File: config.mk
export PLATFORM = sky130hd
export DESIGN_NAME = mwrms_sqrt
export DESIGN_NICKNAME = d
export VERILOG_FILES = /design/src/rtl/mwrms_pkg.sv /design/src/rtl/mwrms_sqrt.sv
export SDC_FILE = /design/constraint.sdc
export NUM_CORES = 1
export LEC_CHECK = 0
export BUFFER_PORTS_ARGS = -buffer_cell sky130_fd_sc_hd__clkbuf_2
export CORE_AREA = 5 5 102 104
export DETAILED_ROUTE_END_ITERATION = 8
export DIE_AREA = 0 0 107 109
export PLACE_DENSITY = 0.81
export SLEW_MARGIN = 20
export SYNTH_ARGS = -nofsm -noshare
export SYNTH_HDL_FRONTEND = slang
export SYNTH_SLANG_ARGS = --single-unit
File: constraint.sdc
create_clock -name clk -period 2.8 [get_ports clk]
set_input_delay 0.56 -clock clk [delete_from_list [all_inputs] [get_ports clk]]
set_output_delay 0.56 -clock clk [all_outputs]
set_load 0.05 [all_outputs]
File: src/rtl/mwrms_pkg.sv
// Shared constants and types for the multichannel moving-window RMS core.
// No dependencies; imported by every module under rtl/.
package mwrms_pkg;

    localparam int CHANNELS     = 8;
    localparam int WINDOW_MAX   = 128;
    localparam int SAMPLE_BITS  = 8;
    localparam int WINDOW_RESET = 100;

    localparam int CFG_BITS  = 8;
    localparam int CHAN_BITS = 3;
    localparam int RMS_BITS  = 16;
    localparam int RMS_MAX   = (2 ** RMS_BITS) - 1;
    localparam int FRAC_BITS = 16;

    localparam int CH_BITS   = (CHANNELS > 1) ? $clog2(CHANNELS) : 1;
    localparam int POS_BITS  = $clog2(WINDOW_MAX);
    localparam int LEN_BITS  = $clog2(WINDOW_MAX + 1);
    localparam int DEPTH     = CHANNELS * WINDOW_MAX;
    localparam int ADDR_BITS = $clog2(DEPTH);

    localparam int SQ_BITS  = 2 * SAMPLE_BITS - 1;
    localparam int SUM_BITS = $clog2(WINDOW_MAX) + SQ_BITS;

    // divider: dividend padded to an even width, two quotient bits per cycle
    localparam int DIV_W         = ((SUM_BITS + FRAC_BITS + 1) / 2) * 2;
    localparam int DIV_STEPS     = DIV_W / 2;
    localparam int DIV_CNT_BITS  = $clog2(DIV_STEPS + 1);

    // mean square never exceeds the largest square, so the quotient is narrow
    localparam int QBITS         = 2 * SAMPLE_BITS - 2 + FRAC_BITS + 1;
    localparam int QW            = ((QBITS + 1) / 2) * 2;
    localparam int RW            = QW / 2;
    localparam int SQRT_CNT_BITS = $clog2(RW + 1);

    localparam int IN_TDATA_BITS  = ((CHAN_BITS + SAMPLE_BITS + 7) / 8) * 8;
    localparam int OUT_TDATA_BITS = ((CHAN_BITS + RMS_BITS + 7) / 8) * 8;

    typedef struct packed {
        logic                   we;
        logic [ADDR_BITS-1:0]   waddr;
        logic [SAMPLE_BITS-1:0] wdata;
        logic                   re;
        logic [ADDR_BITS-1:0]   raddr;
    } mem_req_t;

endpackage

File: src/rtl/mwrms_sqrt.sv
// Serial integer square root, one root bit per cycle (two radicand bits in).
// Depends on mwrms_pkg.
module mwrms_sqrt (
    input  logic                     clk,
    input  logic                     rst_n,
    input  logic                     start,
    input  logic [mwrms_pkg::QW-1:0] radicand,
    output logic                     done,
    output logic [mwrms_pkg::RW-1:0] root
);
    import mwrms_pkg::*;

    logic [RW+1:0]            rem_reg;
    logic [QW-1:0]            q_reg;
    logic [RW-1:0]            root_reg;
    logic [SQRT_CNT_BITS-1:0] cnt_reg;
    logic                     busy_reg;
    logic                     done_reg;
    logic [RW+3:0]            t;
    logic [RW+3:0]            trial;
    logic                     rbit;

    always_comb
    begin
        t     = {rem_reg, q_reg[QW-1 -: 2]};
        trial = (RW + 4)'({root_reg, 2'b01});
        rbit  = (t >= trial);
    end

    always_ff @(posedge clk or negedge rst_n)
    begin
        if (!rst_n)
        begin
            rem_reg  <= '0;
            q_reg    <= '0;
            root_reg <= '0;
            cnt_reg  <= '0;
            busy_reg <= 1'b0;
            done_reg <= 1'b0;
        end
        else
        begin
            done_reg <= 1'b0;
            if (start)
            begin
                rem_reg  <= '0;
                q_reg    <= radicand;
                root_reg <= '0;
                cnt_reg  <= SQRT_CNT_BITS'(RW);
                busy_reg <= 1'b1;
            end
            else if (busy_reg)
            begin
                rem_reg  <= rbit ? (RW + 2)'(t - trial) : (RW + 2)'(t);
                q_reg    <= {q_reg[QW-3:0], 2'b00};
                root_reg <= {root_reg[RW-2:0], rbit};
                cnt_reg  <= cnt_reg - 1'b1;
                if (cnt_reg == SQRT_CNT_BITS'(1))
                begin
                    busy_reg <= 1'b0;
                    done_reg <= 1'b1;
                end
            end
        end
    end

    assign done = done_reg;
    assign root = root_reg;

endmodule

=== After elaboration in Yosys (flattened, before gate mapping) ===
Index checks and enable logic that the tools add are counted.
W data, S select, Z words.

* Equal/unequal tests: 1
* Reduce and logical (&&, ||, !) cells: 1
* Order comparisons: 1
* Add/sub/neg operators: 2
* Muxes and demuxes: 15

{| class="wikitable"
|+ Operators with widths
! operator !! number
|-
| $mux W32 || 2
|-
| $mux W18 || 3
|-
| $mux W16 || 2
|-
| $ge A20 B18 Y1 || 1
|-
| $sub A18 B18 Y18 || 1
|-
| $mux W5 || 2
|-
| $mux W1 || 6
|-
| $eq A5 B1 Y1 const B || 1
|-
| $sub A5 B1 Y5 const B || 1
|-
| $reduce_bool A2 Y1 || 1
|}

* Output and inout bits: 17
* Bits of input ports: 35
* Logic and storage cells: 26
* Register bits: 73

=== Longest topological paths before layout ===
* Word-level depth: 4
* Gate-level depth with buffers: 11
* Depth with buffers taken out: 8

=== Worst setup path after synthesis ===
No wires, ideal clock.

* Path type: reg2reg
* Start: register root_reg[11] (netlist: root[11])
* End: register rem_reg[12]
* Data arrival time: 2.661 ns
* Slack: 0.003 ns
* Cell stages (with the launch flop): 11
* Path buffers: 2
* Required time: 2.664 ns
* Period minus slack after synthesis: 2.797 ns
* Setup time: 0.136 ns
* Cell sequence: dfrtp_1 inv_1 ha_1 buf_6 a211oi_2 o21ai_1 or4_4 o22a_1 buf_2 o221ai_1 a21oi_1

* Cells in the longest elaborated chain, start to end: 4

{| class="wikitable"
|+ Ends and longest elaborated chain
! item !! RTL line !! source
|-
| start: declaration || mwrms_sqrt.sv:15 || <nowiki>logic [RW-1:0] root_reg;</nowiki>
|-
| start signal: assignment || mwrms_sqrt.sv:56 || <nowiki>root_reg <= {root_reg[RW-2:0], rbit};</nowiki>
|-
| $ge A20 B18 Y1 || mwrms_sqrt.sv:27 || <nowiki>rbit = (t >= trial);</nowiki>
|-
| $mux W18 || mwrms_sqrt.sv:54 || <nowiki>rem_reg <= rbit ? (RW + 2)'(t - trial) : (RW + 2)'(t);</nowiki>
|-
| $mux W18 || mwrms_sqrt.sv:52 || <nowiki>else if (busy_reg)</nowiki>
|-
| $mux W18 || mwrms_sqrt.sv:44 || <nowiki>if (start)</nowiki>
|-
| end signal: assignment || mwrms_sqrt.sv:54 ||
|-
| end: declaration || mwrms_sqrt.sv:13 || <nowiki>logic [RW+1:0] rem_reg;</nowiki>
|}

Every way passes these cells. The select of a mux whose other input is x is not followed.
A chain may end at the register's enable or synchronous reset.

=== Worst setup path after layout ===
* Start: register root_reg[2] (netlist: root[2])
* End: register rem_reg[14]

* Cells in the longest elaborated chain, start to end: 4
* Elaborated cells on any way between the ends: 5
* Those cells by class: add/sub: 1; order compare: 1; mux: 3

{| class="wikitable"
|+ Ends and longest elaborated chain
! item !! RTL line
|-
| $sub A18 B18 Y18 or $ge A20 B18 Y1 (tied branches) || mwrms_sqrt.sv:54, mwrms_sqrt.sv:27
|-
| $mux W18 (*) || mwrms_sqrt.sv:54
|-
| $mux W18 (*) || mwrms_sqrt.sv:52
|-
| $mux W18 (*) || mwrms_sqrt.sv:44
|}

Mark *: on every way between the ends. The rest lies on a longest branch, timed or not. The select of a mux whose other input is x is not followed.

==> impl_metrics.ini <==
[outcome]
run_status = completed

[routing]
vias = 3783
ant_nets = 0
avgViaCountPerCell = 5.61
drc = 0
wl_per_cell_um = 15.5
drt_first_pass_iters = 5
wirelength_um = 10400
first_iter_violations = 194

[synth]
muxShareOfSynthArea = 0.108
synth_cell_type_count = 69
synth-seq-area-share = 0.402
synth_fp_nets = 546
syn_inst = 491
synth-compound-area-share = 0.182
avgSynthCellArea_um2 = 9.26
synth-simple-area-share = 0.170
synth_edf_count = 0
synth_top_family_by_area = compound AO/OA/AOI/OAI gates
async_reset_ff_frac = 1.00
yosys_warnings = 0
synthAdderAreaFrac = 0.0550
syn-cell-area_um2 = 4550
synth-seq-cells = 73
synth_flop_cell = dfrtp_1
synth-xor-area-share = 0.0231

[critical_path]
crit_path_start_kind = flop
rr_startpoint = root[2]$_DFFE_PN0P_
crit_start = root[2]$_DFFE_PN0P_
cp.arrival_ns = 2.94
path_class = flop to flop
required_ns = 3.07
cp-end-kind = flop
cp_max_fo = 6

[sta]
tns_ns = 0
finalSetupViolCount = 0
maxSlewHeadroom = 0.608
whs_ns = 0.192
drv_slew = 0
period_needed_ns = 2.66
skew_ns = 0.0177
layout_setup_ws_ns = 0.137
finalCritPeriodShare = 0.951
worst_slew_pin_slew_ns = 0.588
rsz0062_at_grt = false
fmax_mhz = 375
hold_viol = 0

[layout]
fin_nets = 610
largest_register_ffs = 32
fin_cells = 674
antenna_cells = 0
final_cell_area_um2 = 5250
nFillCells = 847
most-common-layout-cells = dfrtp_1, nand2_1, nor2_1
layout_commonest_cell = dfrtp_1
drive_gt1_frac = 0.225
syn2layout_area_growth_pct = 15.5
fin_util = 0.555

[global_route]
antenna_found_initial = 0
grt_pass1_vias = 3802
grt-ovfl-total = 0
grt_pass1_wl_um = 18100
track_usage = 0.193
grt_max_degree = 63

[cts]
htree_levels = 3
root_buffer = clkbuf_8
clk_latency_ns = 0.36
cts_tree = yes
cts.sinks = 73
path_clk_slew_ns = 0.09
numCtsBuffers = 9
cts_max_path_buffers = 2
postCtsHoldBufs = 0

[die]
row_count = 36
die_y_um = 109
die_x_um = 107
core_um2 = 9460
start_util = 0.481
io_pins = 52
die-area_um2 = 11700

[placement]
place.gp.congestion = 0.908
placed_area_um2 = 5040
pre_cts_ws_ns = 0.0929
placedCellCount = 658
port_buffers = 51
dp_hpwl_um = 7610

[power]
power.density_nw_per_um2 = 1000
ir_drop_uv = 407
leakagePower_nw = 2.74
total_power_mw = 5.27

[worst_hold_path]
hp-class = input port to async pin

[run]
max_cap_viol_count = 0
-- path summary, 6_finish.rpt --
check	end	slack [ns]	cells past startpoint
setup / recovery	rem_reg[14]$_DFFE_PN0P_	0.14	9
hold / removal	q_reg[5]$_DFFE_PN0P_	0.19	1
setup reg to reg	rem_reg[14]$_DFFE_PN0P_	0.14	9
hold reg to reg	cnt_reg[4]$_DFFE_PN0P_	0.54	2
max in group asynchronous	root[7]$_DFFE_PN0P_	1.92	2
min in group clk	q_reg[17]$_DFFE_PN0P_	0.41	3
-- where the power goes --
part | switching (mW) | internal (mW) | total [mW] | leakage (nW)
sequential | 0.159 | 1.25 | 1.41 | 0.933
combinational | 1.65 | 1.36 | 3.00 | 1.71
clock | 0.441 | 0.419 | 0.861 | 0.0966
-- timing repair --
action | CTS | global route
buffers inserted | 0 | 0
setup endpoints to repair | 0 | 8
resized for setup | 0 | 3
-- synth_stat cells, drive strengths merged, types with 3 or more instances --
cell type | instances | area (um2)
dfrtp | 73 | 1830
nand2 | 64 | 250
nor2 | 50 | 188
mux2i | 47 | 470
o21ai | 42 | 210
inv | 24 | 90.1
clkbuf | 21 | 78.8
ha | 20 | 250
a21oi | 15 | 75.1
a311oi | 11 | 121
buf | 11 | 100
nor3 | 10 | 50.1
a21o | 9 | 67.6
nand3 | 9 | 45.0
xnor2 | 9 | 78.8
a211oi | 6 | 50.1
nand2b | 5 | 33.8
a31oi | 4 | 40.0
and2 | 4 | 25.0
a211o | 3 | 35.0
nand4 | 3 | 33.8
nor2b | 3 | 18.8
nor4 | 3 | 18.8
o211ai | 3 | 27.5
o22ai | 3 | 25.0
or4 | 3 | 26.3
xor2 | 3 | 26.3
-- routing by layer --
metal | track usage | vias to the layer above | part of all wire
li1 | - | 1865 | -
met1 | 0.242 | 1791 | 0.44
met2 | 0.333 | 112 | 0.49
met3 | 0.0432 | 15 | 0.059
met4 | 0.0612 | 0 | 0.017
met5 | 0 | - | 0
-- layout make-up --
class                      instances  area, um2  area share
clock inverter                     7       76.3      0.0145
multi-input combinational        361       2460       0.469
clock buffer                       9        124      0.0236
inverter                          25       93.8      0.0179
timing repair buffer              85        523      0.0995
sequential                        73       1830       0.348
tap                              114        143      0.0271
-- critical path, stage by stage (launching register included) --
cell and delay (ns):
dfrtp_1 0.46, inv_1 0.07, ha_1 0.35, nand2_2 0.09, a211o_4 0.36, a31oi_4 0.19
o22ai_2 0.12, buf_4 0.17, or4_1 0.53, a311oi_2 0.24
-- cell families (layout without fill, tap and decap cells) --
logic type,count (synthesis),in the layout
AO/OA/AOI/OAI,116,116
XOR/XNOR,12,12
adder cells (fa/ha/maj),20,20
buffers and inverters,57,126
flip-flops,73,73
multiplexers,49,49
AND/OR/NAND/NOR,164,164
No activity file was read; power rests on OpenSTA's default activity.
