[config.mk]
export PLATFORM = sky130hd
export DESIGN_NAME = mwrms_div
export DESIGN_NICKNAME = d
export VERILOG_FILES = /design/src/rtl/mwrms_pkg.sv /design/src/rtl/mwrms_div.sv
export SDC_FILE = /design/constraint.sdc
export NUM_CORES = 1
export LEC_CHECK = 0
export BUFFER_PORTS_ARGS = -buffer_cell sky130_fd_sc_hd__buf_2
export CORE_MARGIN = 1.5
export CORE_UTILIZATION = 55
export CTS_CLUSTER_DIAMETER = 40
export CTS_CLUSTER_SIZE = 12
export DETAILED_ROUTE_END_ITERATION = 7
export PLACE_DENSITY = 0.8
export SLEW_MARGIN = 5
export SYNTH_ARGS = -nofsm -noshare
export SYNTH_HDL_FRONTEND = slang
export SYNTH_SLANG_ARGS = --single-unit
export TNS_END_PERCENT = 5
[constraint.sdc]
create_clock -name clk -period 4.5 [get_ports clk]
set_clock_uncertainty 0.1 [all_clocks]
set_input_delay 0.675 -clock clk [delete_from_list [all_inputs] [get_ports clk]]
set_output_delay 0.675 -clock clk [all_outputs]
set_load 0.02 [all_outputs]
[src/rtl/mwrms_pkg.sv]
// Shared constants and types for the multichannel moving-window RMS core.
// No dependencies; imported by every module under rtl/.
package mwrms_pkg;

    localparam int CHANNELS     = 8;
    localparam int WINDOW_MAX   = 128;
    localparam int SAMPLE_BITS  = 8;
    localparam int WINDOW_RESET = 100;

    localparam int CFG_BITS  = 8;
    localparam int CHAN_BITS = 3;
    localparam int RMS_BITS  = 16;
    localparam int RMS_MAX   = (2 ** RMS_BITS) - 1;
    localparam int FRAC_BITS = 16;

    localparam int CH_BITS   = (CHANNELS > 1) ? $clog2(CHANNELS) : 1;
    localparam int POS_BITS  = $clog2(WINDOW_MAX);
    localparam int LEN_BITS  = $clog2(WINDOW_MAX + 1);
    localparam int DEPTH     = CHANNELS * WINDOW_MAX;
    localparam int ADDR_BITS = $clog2(DEPTH);

    localparam int SQ_BITS  = 2 * SAMPLE_BITS - 1;
    localparam int SUM_BITS = $clog2(WINDOW_MAX) + SQ_BITS;

    // divider: dividend padded to an even width, two quotient bits per cycle
    localparam int DIV_W         = ((SUM_BITS + FRAC_BITS + 1) / 2) * 2;
    localparam int DIV_STEPS     = DIV_W / 2;
    localparam int DIV_CNT_BITS  = $clog2(DIV_STEPS + 1);

    // mean square never exceeds the largest square, so the quotient is narrow
    localparam int QBITS         = 2 * SAMPLE_BITS - 2 + FRAC_BITS + 1;
    localparam int QW            = ((QBITS + 1) / 2) * 2;
    localparam int RW            = QW / 2;
    localparam int SQRT_CNT_BITS = $clog2(RW + 1);

    localparam int IN_TDATA_BITS  = ((CHAN_BITS + SAMPLE_BITS + 7) / 8) * 8;
    localparam int OUT_TDATA_BITS = ((CHAN_BITS + RMS_BITS + 7) / 8) * 8;

    typedef struct packed {
        logic                   we;
        logic [ADDR_BITS-1:0]   waddr;
        logic [SAMPLE_BITS-1:0] wdata;
        logic                   re;
        logic [ADDR_BITS-1:0]   raddr;
    } mem_req_t;

endpackage

[src/rtl/mwrms_div.sv]
// Serial restoring divider, two quotient bits per cycle.
// Divides the scaled sum of squares by the window length. Depends on mwrms_pkg.
module mwrms_div (
    input  logic                          clk,
    input  logic                          rst_n,
    input  logic                          start,
    input  logic [mwrms_pkg::DIV_W-1:0]   dividend,
    input  logic [mwrms_pkg::LEN_BITS-1:0] divisor,
    output logic                          done,
    output logic [mwrms_pkg::QW-1:0]      quotient
);
    import mwrms_pkg::*;

    logic [LEN_BITS-1:0]     rem_reg;
    logic [DIV_W-1:0]        dq_reg;
    logic [LEN_BITS-1:0]     dvs_reg;
    logic [DIV_CNT_BITS-1:0] cnt_reg;
    logic                    busy_reg;
    logic                    done_reg;
    logic [LEN_BITS-1:0]     rem_mid;
    logic [LEN_BITS-1:0]     rem_next;
    logic                    qbit_hi;
    logic                    qbit_lo;
    logic [LEN_BITS:0]       t_hi;
    logic [LEN_BITS:0]       t_lo;

    always_comb
    begin
        t_hi    = {rem_reg, dq_reg[DIV_W-1]};
        qbit_hi = (t_hi >= {1'b0, dvs_reg});
        rem_mid = qbit_hi ? LEN_BITS'(t_hi - {1'b0, dvs_reg}) : LEN_BITS'(t_hi);
        t_lo    = {rem_mid, dq_reg[DIV_W-2]};
        qbit_lo = (t_lo >= {1'b0, dvs_reg});
        rem_next = qbit_lo ? LEN_BITS'(t_lo - {1'b0, dvs_reg}) : LEN_BITS'(t_lo);
    end

    always_ff @(posedge clk or negedge rst_n)
    begin
        if (!rst_n)
        begin
            rem_reg  <= '0;
            dq_reg   <= '0;
            dvs_reg  <= '0;
            cnt_reg  <= '0;
            busy_reg <= 1'b0;
            done_reg <= 1'b0;
        end
        else
        begin
            done_reg <= 1'b0;
            if (start)
            begin
                rem_reg  <= '0;
                dq_reg   <= dividend;
                dvs_reg  <= divisor;
                cnt_reg  <= DIV_CNT_BITS'(DIV_STEPS);
                busy_reg <= 1'b1;
            end
            else if (busy_reg)
            begin
                rem_reg <= rem_next;
                dq_reg  <= {dq_reg[DIV_W-3:0], qbit_hi, qbit_lo};
                cnt_reg <= cnt_reg - 1'b1;
                if (cnt_reg == DIV_CNT_BITS'(1))
                begin
                    busy_reg <= 1'b0;
                    done_reg <= 1'b1;
                end
            end
        end
    end

    assign done     = done_reg;
    assign quotient = QW'(dq_reg);

endmodule

### Word level (Yosys, flattened, before mapping)

Cells that the tools add are included.

* register bits after elaboration: 61
* bits of input ports: 49
* output and inout port bits: 33
* logic and storage cells: 27

* add/subtract/negate cells: 3
* $lt $le $gt $ge: 2
* equal/unequal tests: 1
* muxes and demuxes: 14
* reductions and logical operators: 1

Operator list (count)
* $mux W38: 2
* $mux W8: 4
* $ge A9 B8 Y1: 2
* $sub A8 B8 Y8: 2
* $mux W5: 2
* $mux W1: 6
* $eq A5 B1 Y1 const B: 1
* $sub A5 B1 Y5 const B: 1
* $reduce_bool A2 Y1: 1

### Longest topological paths before layout

* depth after elaboration: 6
* gate-level depth with buffers: 18
* depth with buffers taken out: 17

### Least setup slack after synthesis

OpenSTA, ideal clock, no wires.

* path type: register to register
* start: register rem_reg[1]
* end: register rem_reg[3]
* library setup time: 121 ps
* data arrival time: 3444 ps
* setup slack: 834 ps
* stages on the path, launching flop included: 17
* path buffers: 1
* clock period less this slack: 3666 ps
* cells stage by stage: dfrtp_1 ha_1 o21ai_1 a21oi_2 o31ai_2 o21ai_4 mux2_4 inv_1 ha_1 nor2b_1 o31a_1 o31ai_2 a21oi_1 a21oi_2 buf_6 mux2i_1 o21ai_1

* longest elaborated chain between the ends: 6
* elaborated cells on any way between the ends: 8
* those cells by class: add/sub (2); order compare (2); mux (4)

Ends and longest elaborated chain
* start, declared: RTL line mwrms_div.sv:14 `logic [LEN_BITS-1:0] rem_reg;`
* start signal, assigned: RTL line mwrms_div.sv:61 `rem_reg <= rem_next;`
* $sub A8 B8 Y8 or $ge A9 B8 Y1 (tied branches): RTL line mwrms_div.sv:31, mwrms_div.sv:30
* $mux W8 *: RTL line mwrms_div.sv:31 `rem_mid = qbit_hi ? LEN_BITS'(t_hi - {1'b0, dvs_reg}) : LEN_BITS'(t_hi);`
* $sub A8 B8 Y8 or $ge A9 B8 Y1 (tied branches): RTL line mwrms_div.sv:34, mwrms_div.sv:33
* $mux W8 *: RTL line mwrms_div.sv:34 `rem_next = qbit_lo ? LEN_BITS'(t_lo - {1'b0, dvs_reg}) : LEN_BITS'(t_lo);`
* $mux W8 *: RTL line mwrms_div.sv:59 `else if (busy_reg)`
* $mux W8 *: RTL line mwrms_div.sv:51 `if (start)`

Mark *: on every way between the ends. The rest lies on a longest branch, timed or not. The select of a mux whose other input is x is not followed.
A chain may end at the register's enable or synchronous reset.

### Worst setup path in the final report

* start: register dvs_reg[1]
* end: register rem_reg[1]

* longest elaborated chain between the ends: 6
* elaborated cells on any way between the ends: 8
* those cells by class: add/sub (2); order compare (2); mux (4)

Ends and longest elaborated chain
* start, declared: RTL line mwrms_div.sv:16 `logic [LEN_BITS-1:0] dvs_reg;`
* start signal, assigned: RTL line mwrms_div.sv:55 `dvs_reg <= divisor;`
* $ge A9 B8 Y1 or $sub A8 B8 Y8 (tied branches): RTL line mwrms_div.sv:30, mwrms_div.sv:31
* $mux W8: RTL line mwrms_div.sv:31
* $sub A8 B8 Y8 or $ge A9 B8 Y1 (tied branches): RTL line mwrms_div.sv:34, mwrms_div.sv:33
* $mux W8 *: RTL line mwrms_div.sv:34
* $mux W8 *: RTL line mwrms_div.sv:59
* $mux W8 *: RTL line mwrms_div.sv:51

Marked as above.

==> results.sh <==
export IMPL_status="finished, final reports clean"
export IMPL_worstSetupPathType="flop to flop"
export IMPL_synth_cell_types=50
export IMPL_synth_mux_area_frac=0.130
export IMPL_vias=2918
export IMPL_drcViolationCount=0
export IMPL_final_period_utilization=0.947
export IMPL_final_setup_tns_ps=0
export IMPL_hpwl_um=5670
export IMPL_setup_viol=0
export IMPL_routed_via_density=5.53
export IMPL_powerDensity_mw_per_mm2=590
export IMPL_synthTopCellsByArea="dfrtp_1 40%, mux2i_1 11%, o21ai_0 6.7%, buf_4 6.3%, ha_1 5.9%"
export IMPL_grt_overflow=0
export IMPL_synth_edf_count=0
export IMPL_instances_no_fill=528
export IMPL_pwr_share_comb=0.531
export IMPL_cts_resized=0
export IMPL_start_kind="flop"
export IMPL_track_usage=0.227
export IMPL_fin_crit_ps=4260
export IMPL_ant_nets=0
export IMPL_p_leak_nw=2.27
export IMPL_cts_hold_buf=0
export IMPL_areaGrowthSynthToFinish_pct=10.1
export IMPL_portBuffers=81
export IMPL_largest_reg_flops=38
export IMPL_antenna_cells=0
export IMPL_r2r_end="rem_reg[1]"
export IMPL_ys_seq_area_frac=0.398
export IMPL_p_int_mw=1.45
export IMPL_rsz0062_at_grt="false"
export IMPL_worstSetupStartpoint="dvs_reg[1]"
export IMPL_clockRootBuffer="clkbuf_8"
export IMPL_cts_sinks=61
export IMPL_yosysMostFrequentCell="dfrtp_1"
export IMPL_arrival_ps=4390
export IMPL_cts_tree="done"
export IMPL_cts_max_level=3
export IMPL_synth_area_per_cell_um2=9.65
export IMPL_fillers=572
export IMPL_hold_path_class="input port to async pin"
export IMPL_power_share_sequential=0.282
export IMPL_dieArea_mm2=0.00748
export IMPL_synth_top_area_frac=0.398
export IMPL_syn_nets=466
export IMPL_synthFlopType="dfrtp_1"
export IMPL_critPathMaxFanout=12
export IMPL_maxSlewHeadroom=0.478
export IMPL_ys_ff_latch=61
export IMPL_p_switching_mw=1.04
export IMPL_max_vdd_ir_drop_mv=0.283
export IMPL_grt_max_degree=62
export IMPL_reg2reg_depth=16
export IMPL_clkSlewWorstSetupHoldPaths_ps=70
export IMPL_setup_ws_ps=239
export IMPL_required_ps=4620
export IMPL_grt_pass1_wl_um=13200
export IMPL_synth_adder_area_share=0.0692
export IMPL_drt_total_wl_um=8070
export IMPL_grt_pass1_vias=2825
export IMPL_wl_per_cell_um=15.3
export IMPL_synth_top_family_by_area="compound AO/OA/AOI/OAI gates"
export IMPL_core_area_mm2=0.00676
export IMPL_finish_utilization=0.624
export IMPL_multiInputGateArea_mm2=0.00190
export IMPL_yosysWarnings=0
export IMPL_clock_fmax_ghz=0.235
export IMPL_yosysTopAreaCell="dfrtp_1"
export IMPL_start_util=0.567
export IMPL_worstMarginPinSlew_ps=783
export IMPL_clk_path_buf_depth=2
export IMPL_dpl_cell_count=512
export IMPL_endpoint="rem_reg[1]"
export IMPL_synthTopCellsByCount="61 x dfrtp_1, 58 x nand2_1, 51 x o21ai_0"
export IMPL_gp_congestion=0.974
export IMPL_synth_cells=397
export IMPL_drt_iter0_drc=172
export IMPL_async_reset_ff_frac=1.00
export IMPL_pre_cts_slack_ps=308
export IMPL_synth_xor_area_frac=0.0229
export IMPL_power_mw=2.49
export IMPL_maxCapViolCount=0
export IMPL_worstSkewPairLatency_ps=350
export IMPL_swShare=0.417
export IMPL_grt_antenna_before_repair=0
export IMPL_finalMaxSlewViolations=0
export IMPL_dr_pass1_iters=4
export IMPL_finish_net_count=512
export IMPL_postCtsSetupBuffers=0
export IMPL_synth_simple_area_share=0.112
export IMPL_regArea_mm2=0.00153
export IMPL_die_w_um=86.5
export IMPL_synthesis_area_mm2=0.00383
export IMPL_drive_gt1_frac=0.268
export IMPL_pwr_share_clk=0.187
export IMPL_critPathCaptureType="flop"
export IMPL_r2r_start="dvs_reg[1]"
export IMPL_ioPinCount=82
export IMPL_r2r_setup_slack_ps=240
export IMPL_cts_made_buffers=9
export IMPL_core_rowCount=30
export IMPL_synth_compound_area_frac=0.162
export IMPL_dieHeight_um=86.5
export IMPL_finalHoldViolations=0
==> layout by cell type, fill, tap and decap left out, types with 2 or more instances in the layout <==
| cell | count |
|---|---|
| o31ai_2 | 2 |
| buf_2 | 81 |
| clkbuf_8 | 12 |
| o311ai_2 | 3 |
| mux2_4 | 2 |
| o21ai_1 | 3 |
| o21bai_1 | 2 |
| a211oi_1 | 3 |
| buf_4 | 4 |
| dfrtp_1 | 60 |
| nor3_1 | 2 |
| o31ai_1 | 2 |
| nor2b_1 | 3 |
| mux2i_1 | 41 |
| clkinv_2 | 2 |
| o21ai_0 | 51 |
| a21o_1 | 4 |
| mux2_2 | 4 |
| inv_1 | 18 |
| a21oi_2 | 2 |
| nand4_1 | 2 |
| nand2b_1 | 6 |
| o21a_1 | 3 |
| nor4_1 | 2 |
| xnor2_1 | 7 |
| a21oi_1 | 6 |
| xor2_1 | 3 |
| nand2_1 | 58 |
| fa_1 | 2 |
| nand3_1 | 3 |
| ha_1 | 18 |
| nor2_1 | 15 |
==> critical path, cell delays in order (launching register included) <==
cell and delay, ps:
dfrtp_1 400, inv_1 150, ha_1 270, nand2b_1 120, a21oi_2 100, o31ai_2 410, o21ai_4 180, mux2_4 360
inv_1 70, ha_1 240, nor2b_1 150, o31a_1 270, o31ai_2 270, a21oi_1 150, a21oi_2 510, nor3_1 90
a221o_1 280
==> power by group through the flow <==
stage | clock network [mW] | logic (mW) | registers [mW]
6_report | 0.466 | 1.32 | 0.701
5_1_grt | 0.494 | 1.43 | 0.712
4_1_cts | 0.471 | 1.31 | 0.700
3_5_place_dp | 0 | 1.30 | 0.709
3_3_place_gp | 0 | 1.26 | 0.709
2_1_floorplan | 0 | 1.07 | 0.688
==> kinds of logic (layout without fill, tap and decap cells) <==
group | Yosys count | count (layout)
AND/OR/NAND/NOR | 97 | 97
AO/OA/AOI/OAI | 93 | 93
buffers and inverters | 68 | 119
flip-flops | 61 | 61
multiplexers | 48 | 48
adder cells (fa/ha/maj) | 20 | 20
XOR/XNOR | 10 | 10
==> worst min path at each step <==
stage                    start  cells past startpoint  slack, ps          to
floorplan                rst_n                      0        280    busy_reg
detailed placement  rem_reg[7]                      2        380  rem_reg[7]
finish                   rst_n                      2        380   dq_reg[5]
global placement    rem_reg[7]                      2        380  rem_reg[7]
global route             rst_n                      2        430   dq_reg[5]
CTS                 rem_reg[7]                      2        390  rem_reg[7]
==> cell type report <==
type,count,area share
repair buffers,85,0.103
flip-flops and latches,61,0.362
multi-input cells,268,0.450
inverters,18,0.0160
well taps,80,0.0237
clock buffers,13,0.0400
clock inverters,3,0.00445
==> routing by layer <==
layer | vias up | wire (um) | GRT usage
met4 | 0 | 84 | 0.0821
met1 | 1414 | 3710 | 0.293
met3 | 9 | 311 | 0.0533
met5 | - | 0 | 0
li1 | 1431 | - | -
met2 | 64 | 3970 | 0.374
==> through the flow <==
step	area, um^2	hold WS (ps)
after floorplan	3830	279
after global placement	4030	384
after detailed placement	4030	375
after CTS	4220	393
after global routing	4220	425
final	4220	376
No activity file was read; power rests on OpenSTA's default activity.
